`src/hdl/ippf_pkg.sv`:
```
// Package: shared constants and types for the IPv4 port packet filter.
`timescale 1ns / 1ps

package ippf_pkg;

	localparam int unsigned CntW = 7;
	localparam logic [CntW-1:0] CountMax = 7'd127;

	localparam logic [CntW-1:0] PosTypeHi = 7'd12;
	localparam logic [CntW-1:0] PosTypeLo = 7'd13;
	localparam logic [CntW-1:0] PosIhl = 7'd14;
	localparam logic [CntW-1:0] PosProto = 7'd23;

	localparam logic [CntW-1:0] EthHdrLen = 7'd14;
	localparam logic [7:0] MinLenEth = 8'd14;
	localparam logic [7:0] MinLenIp = 8'd34;
	localparam logic [7:0] TcpHdrLen = 8'd20;
	localparam logic [7:0] UdpHdrLen = 8'd8;

	localparam logic [15:0] TypeIpv4 = 16'h0800;
	localparam logic [7:0] ProtoTcp = 8'd6;
	localparam logic [7:0] ProtoUdp = 8'd17;
	localparam logic [15:0] PortReset = 16'd8000;

	// one frame byte leaving the input register
	typedef struct packed {
		logic advance;
		logic last;
		logic [7:0] data;
	} step_t;

endpackage

```
`src/hdl/ippf_if.sv`:
```
// Interfaces: frame byte channel and verdict channel.
`timescale 1ns / 1ps

interface ippf_in_if;
	logic valid;
	logic ready;
	logic [7:0] frame_byte;
	logic frame_end;

	modport source (output valid, output frame_byte, output frame_end, input ready);
	modport sink (input valid, input frame_byte, input frame_end, output ready);
endinterface

interface ippf_out_if;
	logic valid;
	logic ready;
	logic pass_frame;

	modport source (output valid, output pass_frame, input ready);
	modport sink (input valid, input pass_frame, output ready);
endinterface

```
`src/hdl/ippf_capture.sv`:
```
// Frame state: byte counter, header field capture and verdict logic.
`timescale 1ns / 1ps

module ippf_capture (
	input  logic clk,
	input  logic arst_n,
	input  ippf_pkg::step_t step,
	input  logic [15:0] match_port,
	output logic verdict
);

	logic [ippf_pkg::CntW-1:0] byte_count_q;
	logic [15:0] ether_type_q;
	logic [3:0] header_words_q;
	logic [7:0] proto_id_q;
	logic [15:0] source_port_q;
	logic [15:0] dest_port_q;

	logic [ippf_pkg::CntW-1:0] pos;
	logic [ippf_pkg::CntW-1:0] tstart;
	logic [15:0] ether_type_n;
	logic [3:0] header_words_n;
	logic [7:0] proto_id_n;
	logic [15:0] source_port_n;
	logic [15:0] dest_port_n;
	logic [7:0] len;
	logic [7:0] need;
	logic proto_ok;

	always_comb begin
		pos = byte_count_q;
		ether_type_n = ether_type_q;
		header_words_n = header_words_q;
		proto_id_n = proto_id_q;
		source_port_n = source_port_q;
		dest_port_n = dest_port_q;

		if (pos == ippf_pkg::PosTypeHi) ether_type_n[15:8] = step.data;
		if (pos == ippf_pkg::PosTypeLo) ether_type_n[7:0] = step.data;
		if (pos == ippf_pkg::PosIhl) header_words_n = step.data[3:0];
		if (pos == ippf_pkg::PosProto) proto_id_n = step.data;

		// the length nibble of this byte already moves the transport start
		tstart = ippf_pkg::EthHdrLen + {1'b0, header_words_n, 2'b00};
		if (pos == tstart) source_port_n[15:8] = step.data;
		if (pos == tstart + 7'd1) source_port_n[7:0] = step.data;
		if (pos == tstart + 7'd2) dest_port_n[15:8] = step.data;
		if (pos == tstart + 7'd3) dest_port_n[7:0] = step.data;

		len = {1'b0, pos} + 8'd1;
		proto_ok = 1'b1;
		priority if (proto_id_n == ippf_pkg::ProtoTcp) begin
			need = ippf_pkg::TcpHdrLen;
		end else if (proto_id_n == ippf_pkg::ProtoUdp) begin
			need = ippf_pkg::UdpHdrLen;
		end else begin
			need = 8'd0;
			proto_ok = 1'b0;
		end

		verdict = (len >= ippf_pkg::MinLenEth) && (ether_type_n == ippf_pkg::TypeIpv4) &&
			(len >= ippf_pkg::MinLenIp) && proto_ok &&
			(len >= {1'b0, tstart} + need) &&
			((source_port_n == match_port) || (dest_port_n == match_port));
	end

	always_ff @(posedge clk or negedge arst_n) begin
		if (!arst_n) begin
			byte_count_q <= '0;
			ether_type_q <= '0;
			header_words_q <= '0;
			proto_id_q <= '0;
			source_port_q <= '0;
			dest_port_q <= '0;
		end else if (step.advance) begin
			if (step.last) begin
				byte_count_q <= '0;
				ether_type_q <= '0;
				header_words_q <= '0;
				proto_id_q <= '0;
				source_port_q <= '0;
				dest_port_q <= '0;
			end else begin
				if (byte_count_q != ippf_pkg::CountMax) byte_count_q <= byte_count_q + 7'd1;
				ether_type_q <= ether_type_n;
				header_words_q <= header_words_n;
				proto_id_q <= proto_id_n;
				source_port_q <= source_port_n;
				dest_port_q <= dest_port_n;
			end
		end
	end

	a_clear_after_end: assert property (@(posedge clk) disable iff (!arst_n)
		step.advance && step.last |=> byte_count_q == '0 && header_words_q == '0)
		else $error("frame state not cleared after last byte");

	a_count_moves: assert property (@(posedge clk) disable iff (!arst_n)
		step.advance && !step.last && byte_count_q != ippf_pkg::CountMax
		|=> byte_count_q == $past(byte_count_q) + 7'd1)
		else $error("byte counter did not advance");

	a_count_holds: assert property (@(posedge clk) disable iff (!arst_n)
		!step.advance |=> $stable(byte_count_q))
		else $error("byte counter moved without a byte");

endmodule

```
`src/hdl/ipv4_port_packet_filter.sv`:
```
// Top level: IPv4 TCP/UDP port filter with input register and verdict register.
//
//  channel   kind      payload                         when it moves
//  frame     sink      frame_byte[7:0], frame_end      valid & ready, one word a cycle unless stalled
//  verdict   source    pass_frame                      valid & ready, one per frame
//  cfg       write     cfg_wr_data[15:0] (match_port)  cfg_wr_en high
//
// One word is taken every cycle unless a last word waits for the verdict slot.
// A word is held in the input register, the header capture and verdict logic
// works on it there, and the verdict of a last word lands in the output register.
// Reset clears the frame state and the valid flags; match_port returns to 8000.
// A verdict left waiting does not stop the bytes of the next frame; only the
// next last word waits in the input register until the verdict is taken.
`timescale 1ns / 1ps

module ipv4_port_packet_filter (
	input  logic clk,
	input  logic arst_n,
	ippf_in_if.sink frame,
	ippf_out_if.source verdict,
	input  logic cfg_wr_en,
	input  logic [15:0] cfg_wr_data
);

	logic [15:0] match_port_q;

	// input register
	logic s1_valid_s1;
	logic [7:0] s1_byte_s1;
	logic s1_end_s1;

	// output register
	logic out_valid_q;
	logic pass_q;

	logic out_free;
	logic advance;
	logic verdict_comb;
	ippf_pkg::step_t step;

	always_ff @(posedge clk or negedge arst_n) begin
		if (!arst_n) begin
			match_port_q <= ippf_pkg::PortReset;
		end else if (cfg_wr_en) begin
			match_port_q <= cfg_wr_data;
		end
	end

	// a last word may leave stage 1 only when the verdict slot is empty or frees this cycle
	assign out_free = !out_valid_q || verdict.ready;
	assign advance = s1_valid_s1 && (!s1_end_s1 || out_free);
	assign frame.ready = !s1_valid_s1 || advance;

	always_ff @(posedge clk or negedge arst_n) begin
		if (!arst_n) begin
			s1_valid_s1 <= 1'b0;
		end else if (frame.ready) begin
			s1_valid_s1 <= frame.valid;
		end
	end

	always_ff @(posedge clk) begin
		if (frame.ready && frame.valid) begin
			s1_byte_s1 <= frame.frame_byte;
			s1_end_s1 <= frame.frame_end;
		end
	end

	assign step.advance = advance;
	assign step.last = s1_end_s1;
	assign step.data = s1_byte_s1;

	ippf_capture u_capture (
		.clk        (clk),
		.arst_n     (arst_n),
		.step       (step),
		.match_port (match_port_q),
		.verdict    (verdict_comb)
	);

	always_ff @(posedge clk or negedge arst_n) begin
		if (!arst_n) begin
			out_valid_q <= 1'b0;
		end else if (advance && s1_end_s1) begin
			out_valid_q <= 1'b1;
		end else if (verdict.ready) begin
			out_valid_q <= 1'b0;
		end
	end

	always_ff @(posedge clk) begin
		if (advance && s1_end_s1) pass_q <= verdict_comb;
	end

	assign verdict.valid = out_valid_q;
	assign verdict.pass_frame = pass_q;

	a_end_gives_verdict: assert property (@(posedge clk) disable iff (!arst_n)
		advance && s1_end_s1 |=> out_valid_q)
		else $error("last word left stage 1 without a verdict");

	a_no_overwrite: assert property (@(posedge clk) disable iff (!arst_n)
		out_valid_q && !verdict.ready |=> $stable(pass_q))
		else $error("waiting verdict overwritten");

	a_stall_only_when_full: assert property (@(posedge clk) disable iff (!arst_n)
		!frame.ready |-> s1_valid_s1 && s1_end_s1 && out_valid_q)
		else $error("input stalled with no pending verdict");

	a_drop_only_on_take: assert property (@(posedge clk) disable iff (!arst_n)
		$fell(out_valid_q) |-> $past(verdict.ready))
		else $error("verdict withdrawn before it was taken");

endmodule
```
`src/flat_wrapper.sv`:
```
// flat-port wrapper written by rule: the top's interface ports become plain ports
module ipv4_port_packet_filter_flat 
  (clk, arst_n, cfg_wr_en, cfg_wr_data, frame_valid, frame_frame_byte, frame_frame_end, frame_ready, verdict_valid, verdict_pass_frame, verdict_ready);
  ippf_in_if frame_i ();
  ippf_out_if verdict_i ();
  input  logic clk;
  input  logic arst_n;
  input  logic cfg_wr_en;
  input  logic [15:0] cfg_wr_data;
  input wire logic [$bits(frame_i.valid)-1:0] frame_valid;
  input wire logic [$bits(frame_i.frame_byte)-1:0] frame_frame_byte;
  input wire logic [$bits(frame_i.frame_end)-1:0] frame_frame_end;
  output wire logic [$bits(frame_i.ready)-1:0] frame_ready;
  output wire logic [$bits(verdict_i.valid)-1:0] verdict_valid;
  output wire logic [$bits(verdict_i.pass_frame)-1:0] verdict_pass_frame;
  input wire logic [$bits(verdict_i.ready)-1:0] verdict_ready;
  assign frame_i.valid = frame_valid;
  assign frame_i.frame_byte = frame_frame_byte;
  assign frame_i.frame_end = frame_frame_end;
  assign frame_ready = frame_i.ready;
  assign verdict_valid = verdict_i.valid;
  assign verdict_pass_frame = verdict_i.pass_frame;
  assign verdict_i.ready = verdict_ready;
  ipv4_port_packet_filter u_core (.clk(clk), .arst_n(arst_n), .frame(frame_i), .verdict(verdict_i), .cfg_wr_en(cfg_wr_en), .cfg_wr_data(cfg_wr_data));
endmodule
```
`config.mk`:
```
export PLATFORM = sky130hd
export DESIGN_NAME = ipv4_port_packet_filter_flat
export DESIGN_NICKNAME = d
export VERILOG_FILES = /design/src/hdl/ippf_pkg.sv /design/src/hdl/ippf_if.sv /design/src/hdl/ippf_capture.sv /design/src/hdl/ipv4_port_packet_filter.sv /design/src/flat_wrapper.sv
export SDC_FILE = /design/constraint.sdc
export NUM_CORES = 1
export LEC_CHECK = 0
export ABC_AREA = 1
export ABC_CLOCK_PERIOD_IN_PS = 4970
export BUFFER_PORTS_ARGS = -buffer_cell sky130_fd_sc_hd__buf_2
export CAP_MARGIN = 0
export CORE_UTILIZATION = 55
export CTS_CLUSTER_DIAMETER = 100
export DETAILED_ROUTE_END_ITERATION = 8
export PLACE_DENSITY = 0.81
export REMOVE_ABC_BUFFERS = 1
export SLEW_MARGIN = 25
export SYNTH_ARGS = -nofsm -noshare
export SYNTH_HDL_FRONTEND = slang
export SYNTH_SLANG_ARGS = --single-unit
```
`constraint.sdc`:
```
create_clock -name clk -period 4.97 [get_ports clk]
set_clock_uncertainty 0.15 [all_clocks]
set_input_delay 0.2485 -clock clk [delete_from_list [all_inputs] [get_ports clk]]
set_output_delay 0.2485 -clock clk [all_outputs]
set_load 0.01 [all_outputs]
```
==> results.md, run 1 <==
* CP required at roughly 5.1 ns
* Ant diodes at 0
* Drt total wl at 14700 um
* DR iter-0 viols at 506
* Final worst slack at 0.652 ns
* Post-synth top flop: dfrtp_1
* H-tree depth at 3
* Share of layout cells above drive strength 1 at 0.112
* Yosys reg bits at 95
* Reg-to-reg critical path startpoint: u_core.u_capture.byte_count_q[0]
* Cell row count at 36
* Synth Area per Inst at 7.50 um^2
* Period utilization at 0.869
* Fin crit period at 4.32 ns
* Switch Pwr at 0.465 mW
* Worst Setup Path Type: reg2reg
* # resized after CTS at 0
* Reg clk slew, reported paths at 0.09 ns
* Setup TNS at 0 ns
* Die height at 104 um
* CTS tree: yes
* DRC Markers at 0
* Reg2reg end: u_core.verdict.pass_frame
* I/O Buffers at 32
* Post-route cell area at 6430 um^2
* Critical Path End Type: flop
* Sequential share of the synthesized area at 0.428
* Root Buffer: clkbuf_8
* Gr ovfl total at 0
* Dpl hpwl at around 10000 um
* Layout Nets at roughly 850
* Setup bufs post-CTS at 0
* Sink Count at 95
* Max-cap violation count at 0
* Final setup viols at 0
* Cell depth of the worst flop-to-flop path at 22
* Final Slew Violations at 0
* Slew margin rel. at 0.405
* VDD IR max at 0.215 mV
* CORE AREA at 9910 um^2
* Placer Congestion at 0.948
* CP startpoint: u_core.u_capture.byte_count_q[0]
* Via count at 5371
* Distinct cells, synth at 44
* Post-DP Area at about 5900 um^2
* Die width at 104 um
* Final Power at 1.64 mW
* Initial antenna violation count at 0
* Unrepaired setup endpoints after global routing: false
* CP Capture Point: u_core.verdict.pass_frame
* Lkg Pwr at 3.22 nW
* First-pass GRT wire length at 24700 um
* Total CTS buffers at 9
* Sw Share at 0.285
* Vias/cell at ~5.7
* CP startpoint kind: flop
* Fin Hold WS at 0.189 ns
* Internal cell power at around 1.2 mW
* Slew @ Worst Pin at 0.892 ns
* Min-delay worst type: in2reg
* Fraction of registers with async set/reset at 0.895
* Full die area at between 10000 and 15000 um^2
* CTS Hold Buffers Added at 28
* DP Worst Slack at 0.745 ns
* Pin count of the biggest net entering global routing at 86
* Layout area overhead at 13.0%
* Status: finished, final reports clean
* Mapped Area at 5690 um^2
* Worst-case clock buffer depth at 2
* Synth warn at 0
* Worst reg-to-reg setup slack at 0.65 ns
* Vias in the first global route at 5257
* P per Cell Area at 254 nW/um^2
* Post-synthesis cell count at roughly 760
* Clock power frac at 0.349
* Routed WL per cell at roughly 16 um
* EDFF count, synth at 10
* Logic gate share of total power at 0.138
* Initial core utilization at 0.575
* Critical Path Fanout Max at 16
* Clk_lat worst skew at 0.37 ns
* Flop pwr share at 0.513
* Hold Vio Cnt, Final at 0
* Fmax at 0.232 GHz
* Post-route ant nets at 0
* Data arrival, critical path at 4.40 ns
* DR pass1 iterations at 5
* Total GRT Usage at 0.288
* # IOs at 33
==> per-stage QoR <==
stage | instances | utilization
after detailed placement | 903 | 0.599
after CTS | 947 | 0.649
after global routing | 947 | 0.649
final | 947 | 0.649
after floorplan | 734 | -
after global placement | 903 | 0.598
==> power by group through the flow <==
| stage | clock network (mW) | registers, mW | logic, mW |
|---|---|---|---|
| after floorplan | 0 | 0.845 | 0.121 |
| after global placement | 0 | 0.852 | 0.201 |
| after detailed placement | 0 | 0.853 | 0.205 |
| after CTS | 0.572 | 0.838 | 0.223 |
| after global routing | 0.602 | 0.843 | 0.252 |
| final | 0.570 | 0.839 | 0.226 |
==> logic make-up (layout without fill, tap and decap cells) <==
family | Yosys count | in the layout | share of synthesized area
simple gates | 359 | 359 | 0.286
compound gates | 140 | 140 | 0.144
fa+ha+maj | 14 | 14 | 0.0321
other cells | 1 | 1 | 0.000659
buf+inv | 145 | 200 | 0.101
xor+xnor | 5 | 5 | 0.00901
flops | 95 | 95 | 0.428
==> critical path, cell delays in order (launching register included) <==
cell,delay [ns]
dfrtp_1,0.41
ha_1,0.22
nand2_1,0.07
inv_1,0.11
nand4_1,0.47
o21ai_0,0.37
inv_1,0.11
nor4_1,0.27
inv_1,0.06
nor2_1,0.17
ha_1,0.27
a21oi_1,0.14
nor2_1,0.05
nor2_1,0.11
xnor2_1,0.10
ha_1,0.31
nand2_1,0.06
o21ai_0,0.15
nand2_1,0.07
nand2_1,0.06
nand3_1,0.06
a211o_1,0.28
a21oi_1,0.12
==> per-layer routing <==
metal	part of all wire	GRT usage
met1	0.44	0.389
met3	0.061	0.0503
met5	0	0
met4	0.021	0.0888
met2	0.48	0.475
==> registers in the layout, summed over array words and instances, names as in the netlist <==
| name | count |
|---|---|
| u_core.s1_end_s1 | 1 |
| u_core.u_capture.source_port_q | 16 |
| u_core.verdict.valid | 1 |
| u_core.s1_byte_s1 | 8 |
| u_core.u_capture.header_words_q | 4 |
| u_core.u_capture.byte_count_q | 7 |
| u_core.u_capture.ether_type_q | 16 |
| u_core.u_capture.dest_port_q | 16 |
| u_core.match_port_q | 16 |
| u_core.u_capture.proto_id_q | 8 |
| u_core.s1_valid_s1 | 1 |
| u_core.verdict.pass_frame | 1 |
==> layout by cell type, fill, tap and decap left out, types with 4 or more instances in the layout <==
| cell type | instances |
|---|---|
| nand3_2 | 5 |
| dlygate4sd3_1 | 28 |
| o21ai_1 | 6 |
| a21oi_1 | 5 |
| nand2_1 | 200 |
| nand3_1 | 66 |
| nand4_1 | 17 |
| nor2_1 | 41 |
| dfstp_2 | 6 |
| ha_1 | 13 |
| buf_2 | 31 |
| nand2_2 | 12 |
| o22ai_1 | 55 |
| edfxtp_1 | 10 |
| buf_4 | 4 |
| clkbuf_8 | 9 |
| o21ai_0 | 60 |
| o211ai_1 | 5 |
| dfrtp_1 | 79 |
| inv_1 | 117 |
==> Yosys cell counts, types with 5 or more instances <==
library cell | count | share of area
nand2_1 | 200 | 0.13
clkbuf_1 | 18 | 0.012
dfrtp_1 | 79 | 0.35
nor2_1 | 41 | 0.027
o211ai_1 | 5 | 0.0066
dfstp_2 | 6 | 0.028
inv_1 | 117 | 0.077
o21ai_1 | 6 | 0.0053
nand3_1 | 66 | 0.058
nand3_2 | 5 | 0.0088
ha_1 | 13 | 0.029
edfxtp_1 | 10 | 0.053
o22ai_1 | 55 | 0.060
o21ai_0 | 60 | 0.053
a21oi_1 | 5 | 0.0044
nand4_1 | 17 | 0.019
nand2_2 | 12 | 0.013
==> area by class of cell <==
class	instances	area, um^2
sequential	95	2430
tap	133	166
clock buffer	9	124
timing repair buffer	64	477
multi-input combinational	519	2690
clock inverter	7	95.1
inverter	120	450
fill	820	3480
==> worst min path at each step <==
stage | start | to | slack, ns | cells after the start
global placement | frame_frame_byte[2] | u_core.s1_byte_s1[2] | 0.28 | 1
detailed placement | arst_n | u_core.u_capture.ether_type_q[9] | 0.21 | 1
finish | cfg_wr_en | u_core.match_port_q[6] | 0.19 | 3
global route | cfg_wr_en | u_core.match_port_q[6] | 0.22 | 3
CTS | cfg_wr_en | u_core.match_port_q[8] | 0.19 | 3
floorplan | arst_n | u_core.match_port_q[0] | -0.20 | 0
(Power assumes the default switching activity.)
==> inputs of run 2 (changes only) <==
--- a/config.mk
+++ b/config.mk
@@ -9,10 +9,9 @@
 export ABC_CLOCK_PERIOD_IN_PS = 4970
 export BUFFER_PORTS_ARGS = -buffer_cell sky130_fd_sc_hd__buf_2
 export CAP_MARGIN = 0
-export CORE_UTILIZATION = 55
-export CTS_CLUSTER_DIAMETER = 100
+export CORE_UTILIZATION = 40
 export DETAILED_ROUTE_END_ITERATION = 8
-export PLACE_DENSITY = 0.81
+export PLACE_DENSITY = 0.64
 export REMOVE_ABC_BUFFERS = 1
 export SLEW_MARGIN = 25
 export SYNTH_ARGS = -nofsm -noshare
==> run 2 against run 1 <==
Compared with the run above: via count down 2.8%; setup slack better by 0.095 ns; register-to-register slack better by 0.09 ns; final area up 2.3%; non-clock buffer count up 1; combinational power about the same; total power up 9.0%; global-route usage down 7.6 points; core utilization down 18 points; cell count up 5.1%; sequential power about the same.
==> results.md, run 2 (synthesis gave the netlist of run 1 again) <==
* Slew @ Worst Pin at 0.844 ns
* Slew margin rel. at 0.437
* Gr ovfl total at 0
* CP startpoint kind: flop
* Drt total wl at 14500 um
* Placed insts at between 900 and 1000
* Vias/cell at approximately 5.2
* Reg clk slew, reported paths at 0.07 ns
* Die height at 121 um
* Sink Count at 95
* Final worst slack at 0.747 ns
* Ant diodes at 0
* Min-delay worst type: in2reg
* Lkg Pwr at ~3.3 nW
* Worst-case clock buffer depth at 2
* Critical Path End Type: flop
* CTS tree: yes
* CTS Hold Buffers Added at 28
* Final Slew Violations at 0
* P per Cell Area at 271 nW/um^2
* Dpl hpwl at 10200 um
* Post-DP Area at approximately 6000 um^2
* Routed WL per cell at 14.6 um
* Total GRT Usage at 0.212
* Most common cell after layout, fill and taps aside: nand2_1
* # resized after CTS at 0
* DP Worst Slack at 0.797 ns
* Root Buffer: clkbuf_16
* Critical Path Fanout Max at 16
* # IOs at 33
* I/O Buffers at 32
* DRC Markers at 0
* First-pass GRT wire length at 23900 um
* Placer Congestion at 0.881
* Most frequent cells in the layout: nand2_1 (200), inv_1 (116), dfrtp_1 (79), nand3_1 (66), o21ai_0 (60)
* Clk_lat worst skew at 0.35 ns
* Fin Hold WS at 0.217 ns
* Setup TNS at 0 ns
* Die width at between 100 and 150 um
* H-tree depth at 3
* Layout Cells excl Fill at roughly 1000
* Status: finished, final reports clean
* Fin crit period at 4.22 ns
* Vias in the first global route at about 4800
* DR iter-0 viols at 369
* Full die area at roughly 15000 um^2
* Cell row count at 43
* VDD IR max at 0.202 mV
* Final setup viols at 0
* Total CTS buffers at 9
* Via count at 5222
* CP required at slightly above 5 ns
* Post-route cell area at 6580 um^2
* Post-route ant nets at 0
* Final Power at 1.78 mW
* Post-layout util at 0.474
* Unrepaired setup endpoints after global routing: false
* Fmax at around 0.24 GHz
* Hold Vio Cnt, Final at 0
* DR pass1 iterations at 5
* Layout area overhead at 15.6%
* Initial core utilization at 0.410
* Setup bufs post-CTS at 0
* Worst Setup Path Type: reg2reg
* Data arrival, critical path at 4.28 ns
* Layout Nets at about 850
* Pin count of the biggest net entering global routing at 46
* Max-cap violation count at 0
* CORE AREA at 13900 um^2
* Share of layout cells above drive strength 1 at 0.110
* Initial antenna violation count at 0
* Period utilization at 0.850
==> run 2: cell count changes in the layout (fill, tap and decap cells not counted) <==
cell        change
clkbuf_16       +9
clkbuf_8        -7
clkbuf_1        +3
bufinv_16       -1
inv_6           -1
buf_6           -1
buf_4           +2
clkinvlp_4      -1
inv_2           +1
clkinv_2        -2
inv_1           -1
==> run 2: metal layers <==
metal / part of all wire / track usage
met1: 0.48 / 0.303
met2: 0.44 / 0.316
met3: 0.055 / 0.0395
met4: 0.028 / 0.0818
met5: 0 / 0
==> run 2: area by class of cell <==
type,count,area [um^2]
inverters,120,450
well taps,180,225
clock inverters,2,38.8
clock buffers,14,264
flip-flops and latches,95,2430
multi-input cells,519,2690
fillers,1392,7300
repair buffers,65,480
==> run 2: worst paths after layout <==
| kind | startpoint | slack (ns) | end | depth (start not counted) |
|---|---|---|---|---|
| setup / recovery | u_core.u_capture.byte_count_q[0] | 0.75 | u_core.verdict.pass_frame | 22 |
| setup reg to reg | u_core.u_capture.byte_count_q[0] | 0.75 | u_core.verdict.pass_frame | 22 |
| hold / removal | cfg_wr_en | 0.22 | u_core.match_port_q[12] | 3 |
| max in group asynchronous | arst_n | 3.40 | u_core.u_capture.byte_count_q[0] | 3 |
| min in group asynchronous | arst_n | 0.26 | u_core.u_capture.source_port_q[4] | 2 |
| hold reg to reg | u_core.u_capture.header_words_q[1] | 0.35 | u_core.u_capture.header_words_q[1] | 2 |
==> run 2: worst max-delay path, cell delays in order (launching register included) <==
cell,delay [ns]
dfrtp_1,0.40
ha_1,0.21
nand2_1,0.06
inv_1,0.09
nand4_1,0.45
o21ai_0,0.44
inv_1,0.10
nor4_1,0.17
inv_1,0.06
nor2_1,0.16
ha_1,0.26
a21oi_1,0.14
nor2_1,0.05
nor2_1,0.13
xnor2_1,0.09
ha_1,0.31
nand2_1,0.05
o21ai_0,0.15
nand2_1,0.06
nand2_1,0.06
nand3_1,0.06
a211o_1,0.28
a21oi_1,0.12
==> run 2: power by group <==
group	internal [mW]	leakage [nW]	switching, mW
Clock	0.419	0.147	0.296
Combinational	0.0739	1.88	0.154
Sequential	0.813	1.24	0.0266
Total	1.31	3.26	0.477
==> inputs of run 3 (changes only) <==
--- a/config.mk
+++ b/config.mk
@@ -6,7 +6,7 @@
 export NUM_CORES = 1
 export LEC_CHECK = 0
 export ABC_AREA = 1
-export ABC_CLOCK_PERIOD_IN_PS = 4970
+export ABC_CLOCK_PERIOD_IN_PS = 3890
 export BUFFER_PORTS_ARGS = -buffer_cell sky130_fd_sc_hd__buf_2
 export CAP_MARGIN = 0
 export CORE_UTILIZATION = 40
==> constraint.sdc (replaced) <==
create_clock -name clk -period 3.89 [get_ports clk]
set_clock_uncertainty 0.15 [all_clocks]
set_input_delay 0.1945 -clock clk [delete_from_list [all_inputs] [get_ports clk]]
set_output_delay 0.1945 -clock clk [all_outputs]
set_load 0.01 [all_outputs]
==> run 3 against run 2 <==
Compared with the run above: register-to-register slack lost 0.68 ns; die area is the same; sequential power grew 27%; critical path depth shrank 3; worst hold slack lost 0.062 ns; combinational power grew 35%; largest cell class unchanged.
==> results.md, run 3 (synthesis gave the netlist of run 1 again) <==
* Share of layout cells above drive strength 1 at 0.138
* Reg clk slew, reported paths at 0.07 ns
* Slew margin rel. at 0.414
* # IOs at 33
* Slew @ Worst Pin at 0.880 ns
* Hold Vio Cnt, Final at 0
* Worst path cell trace: ha_2, nand2_2, inv_2, nand4_1, buf_6, o21ai_0, nand4_1, nor2_2, ha_1, inv_1, fa_1, ha_1, nand2_2, o21ai_2, nand2_1, nand2_1, nand3_1, a211o_1, a21oi_2
* Vias/cell at a little over 5
* Routed WL per cell at 14.5 um
* Most common cell after layout, fill and taps aside: nand2_1
* Sink Count at 95
* Cell count of the worst hold path at 3
* Worst reg-to-reg setup slack at just over 0.07 ns
* Placer Congestion at 0.853
* Lkg Pwr at between 3 and 4 nW
* Worst Path Buf+Inv at 3
* Switch Pwr at between 0.6 and 0.7 mW
* DR iter-0 viols at 399
* Setup TNS at 0 ns
* Critical Path End Type: flop
* Ant diodes at 0
* VDD IR max at between 0.15 and 0.2 mV
* Data arrival, critical path at around 4 ns
* Reg2reg end: u_core.verdict.pass_frame
* Filler cells at 1386
* Setup bufs post-CTS at 0
* Placed insts at about 960
* Pin count of the biggest net entering global routing at 69
* Reg-to-reg critical path startpoint: u_core.u_capture.byte_count_q[0]
* Initial antenna violation count at 0
* Final Slew Violations at 0
* Sw Share at 0.286
* Flop pwr share at 0.485
* CP top delay family: adder cells
* Initial core utilization at 0.410
* Final setup viols at 0
* First-pass GRT wire length at ~25000 um
* Worst Setup Path Type: reg2reg
* Layout Cells excl Fill at 1009
* H-tree depth at 3
* Min-delay worst type: in2reg
* DRC Markers at 0
* Logic gate share of total power at 0.139
* Total GRT Usage at 0.217
* CTS tree: yes
* Via count at ~5200
* Die height at roughly 120 um
* Post-DP Area at 6090 um^2
* Worst hold start: cfg_wr_en
* Vias in the first global route at 4867
* Clock power frac at 0.376
* Final Power at 2.21 mW
* Cell depth of the worst flop-to-flop path at 19
* Layout Nets at about 870
* Fin crit period at 3.82 ns
* CP startpoint kind: flop
* Total CTS buffers at 9
* Root Buffer: clkbuf_16
* Unrepaired setup endpoints after global routing: true
* Multi-input gate area at around 2700 um^2
* Reg area at 2430 um^2
* Gr ovfl total at 0
* Internal cell power at ~1.6 mW
* Post-route cell area at 6690 um^2
* Fmax at 0.262 GHz
* CP max stage cell: fa_1
* Max-cap violation count at 0
* P per Cell Area at 330 nW/um^2
* CORE AREA at 13900 um^2
* Worst-case clock buffer depth at 2
* Period utilization at 0.982
* Clk_lat worst skew at 0.36 ns
* DR pass1 iterations at 5
* Dpl hpwl at 10300 um
* Most frequent cells in the layout: nand2_1 (198), inv_1 (115), dfrtp_1 (79), nand3_1 (66), o21ai_0 (57)
* Drt total wl at between 10000 and 15000 um
* Status: finished, final reports clean
* CP required at 3.96 ns
* Cell row count at between 40 and 50
* I/O Buffers at 32
* Biggest cell delay along the critical path at ~0.47 ns
* WHS Endpoint: u_core.match_port_q[6]
* Critical Path Fanout Max at 8
* Full die area at 14700 um^2
* Layout area overhead at 17.4%
* Die width at 121 um
* Post-route ant nets at 0
## run 3: metrics by stage
step | util | setup slack [ns] | hold slack (ns)
floorplan | - | 0.180 | -0.251
global placement | 0.439 | 0.158 | 0.225
detailed placement | 0.439 | 0.0369 | 0.223
CTS | 0.479 | 0.0221 | 0.161
global route | 0.482 | -0.216 | 0.201
finish | 0.482 | 0.0716 | 0.154
## run 3: worst max-delay path by stage
| stage | start | endpoint | slack, ns | depth (start not counted) |
|---|---|---|---|---|
| 5_1_grt | u_core.u_capture.byte_count_q[0] | u_core.verdict.pass_frame | -0.22 | 23 |
| 6_report | u_core.u_capture.byte_count_q[0] | u_core.verdict.pass_frame | 0.07 | 19 |
| 3_3_place_gp | u_core.u_capture.byte_count_q[0] | u_core.verdict.pass_frame | 0.16 | 23 |
| 3_5_place_dp | u_core.u_capture.byte_count_q[0] | u_core.verdict.pass_frame | 0.04 | 23 |
| 2_1_floorplan | u_core.u_capture.byte_count_q[0] | u_core.verdict.pass_frame | 0.18 | 22 |
| 4_1_cts | u_core.u_capture.byte_count_q[0] | u_core.verdict.pass_frame | 0.02 | 23 |
## run 3: area by class of cell
cell class | instances | share of cell area
sequential | 95 | 0.364
clock buffer | 10 | 0.0342
clock inverter | 6 | 0.00561
tap | 180 | 0.0337
timing repair buffer | 79 | 0.0881
inverter | 120 | 0.0674
multi-input combinational | 519 | 0.407
## run 3: worst reg2reg max path, delay by kind of cell, from the launching register on
kind            cells  cell delay, ns
compound gates      4            0.72
fa+ha+maj           4            1.22
buf+inv             3            0.31
flops               1            0.41
simple gates        8            0.88
## run 3: power by group through the flow
stage | Sequential, mW | Clock [mW] | Combinational [mW]
2_1_floorplan | 1.08 | 0 | 0.154
3_3_place_gp | 1.09 | 0 | 0.283
3_5_place_dp | 1.09 | 0 | 0.284
4_1_cts | 1.07 | 0.849 | 0.306
5_1_grt | 1.07 | 0.891 | 0.346
6_report | 1.07 | 0.828 | 0.307
## run 3: routing by layer
metal,vias to the layer above,part of all wire,track usage
li1,2642,-,-
met1,2397,0.49,0.305
met2,130,0.44,0.328
met3,24,0.046,0.0479
met4,0,0.020,0.0687
met5,-,0,0
## run 3: timing repair
| action | in CTS | in global routing |
|---|---|---|
| setup endpoints to repair | 1 | 1 |
| hold buffers | 28 | 0 |
| pin swaps | 0 | 13 |
| endpoints found under the hold margin | 88 | 0 |
| gates cloned | 0 | 1 |
| resized for setup | 2 | 14 |
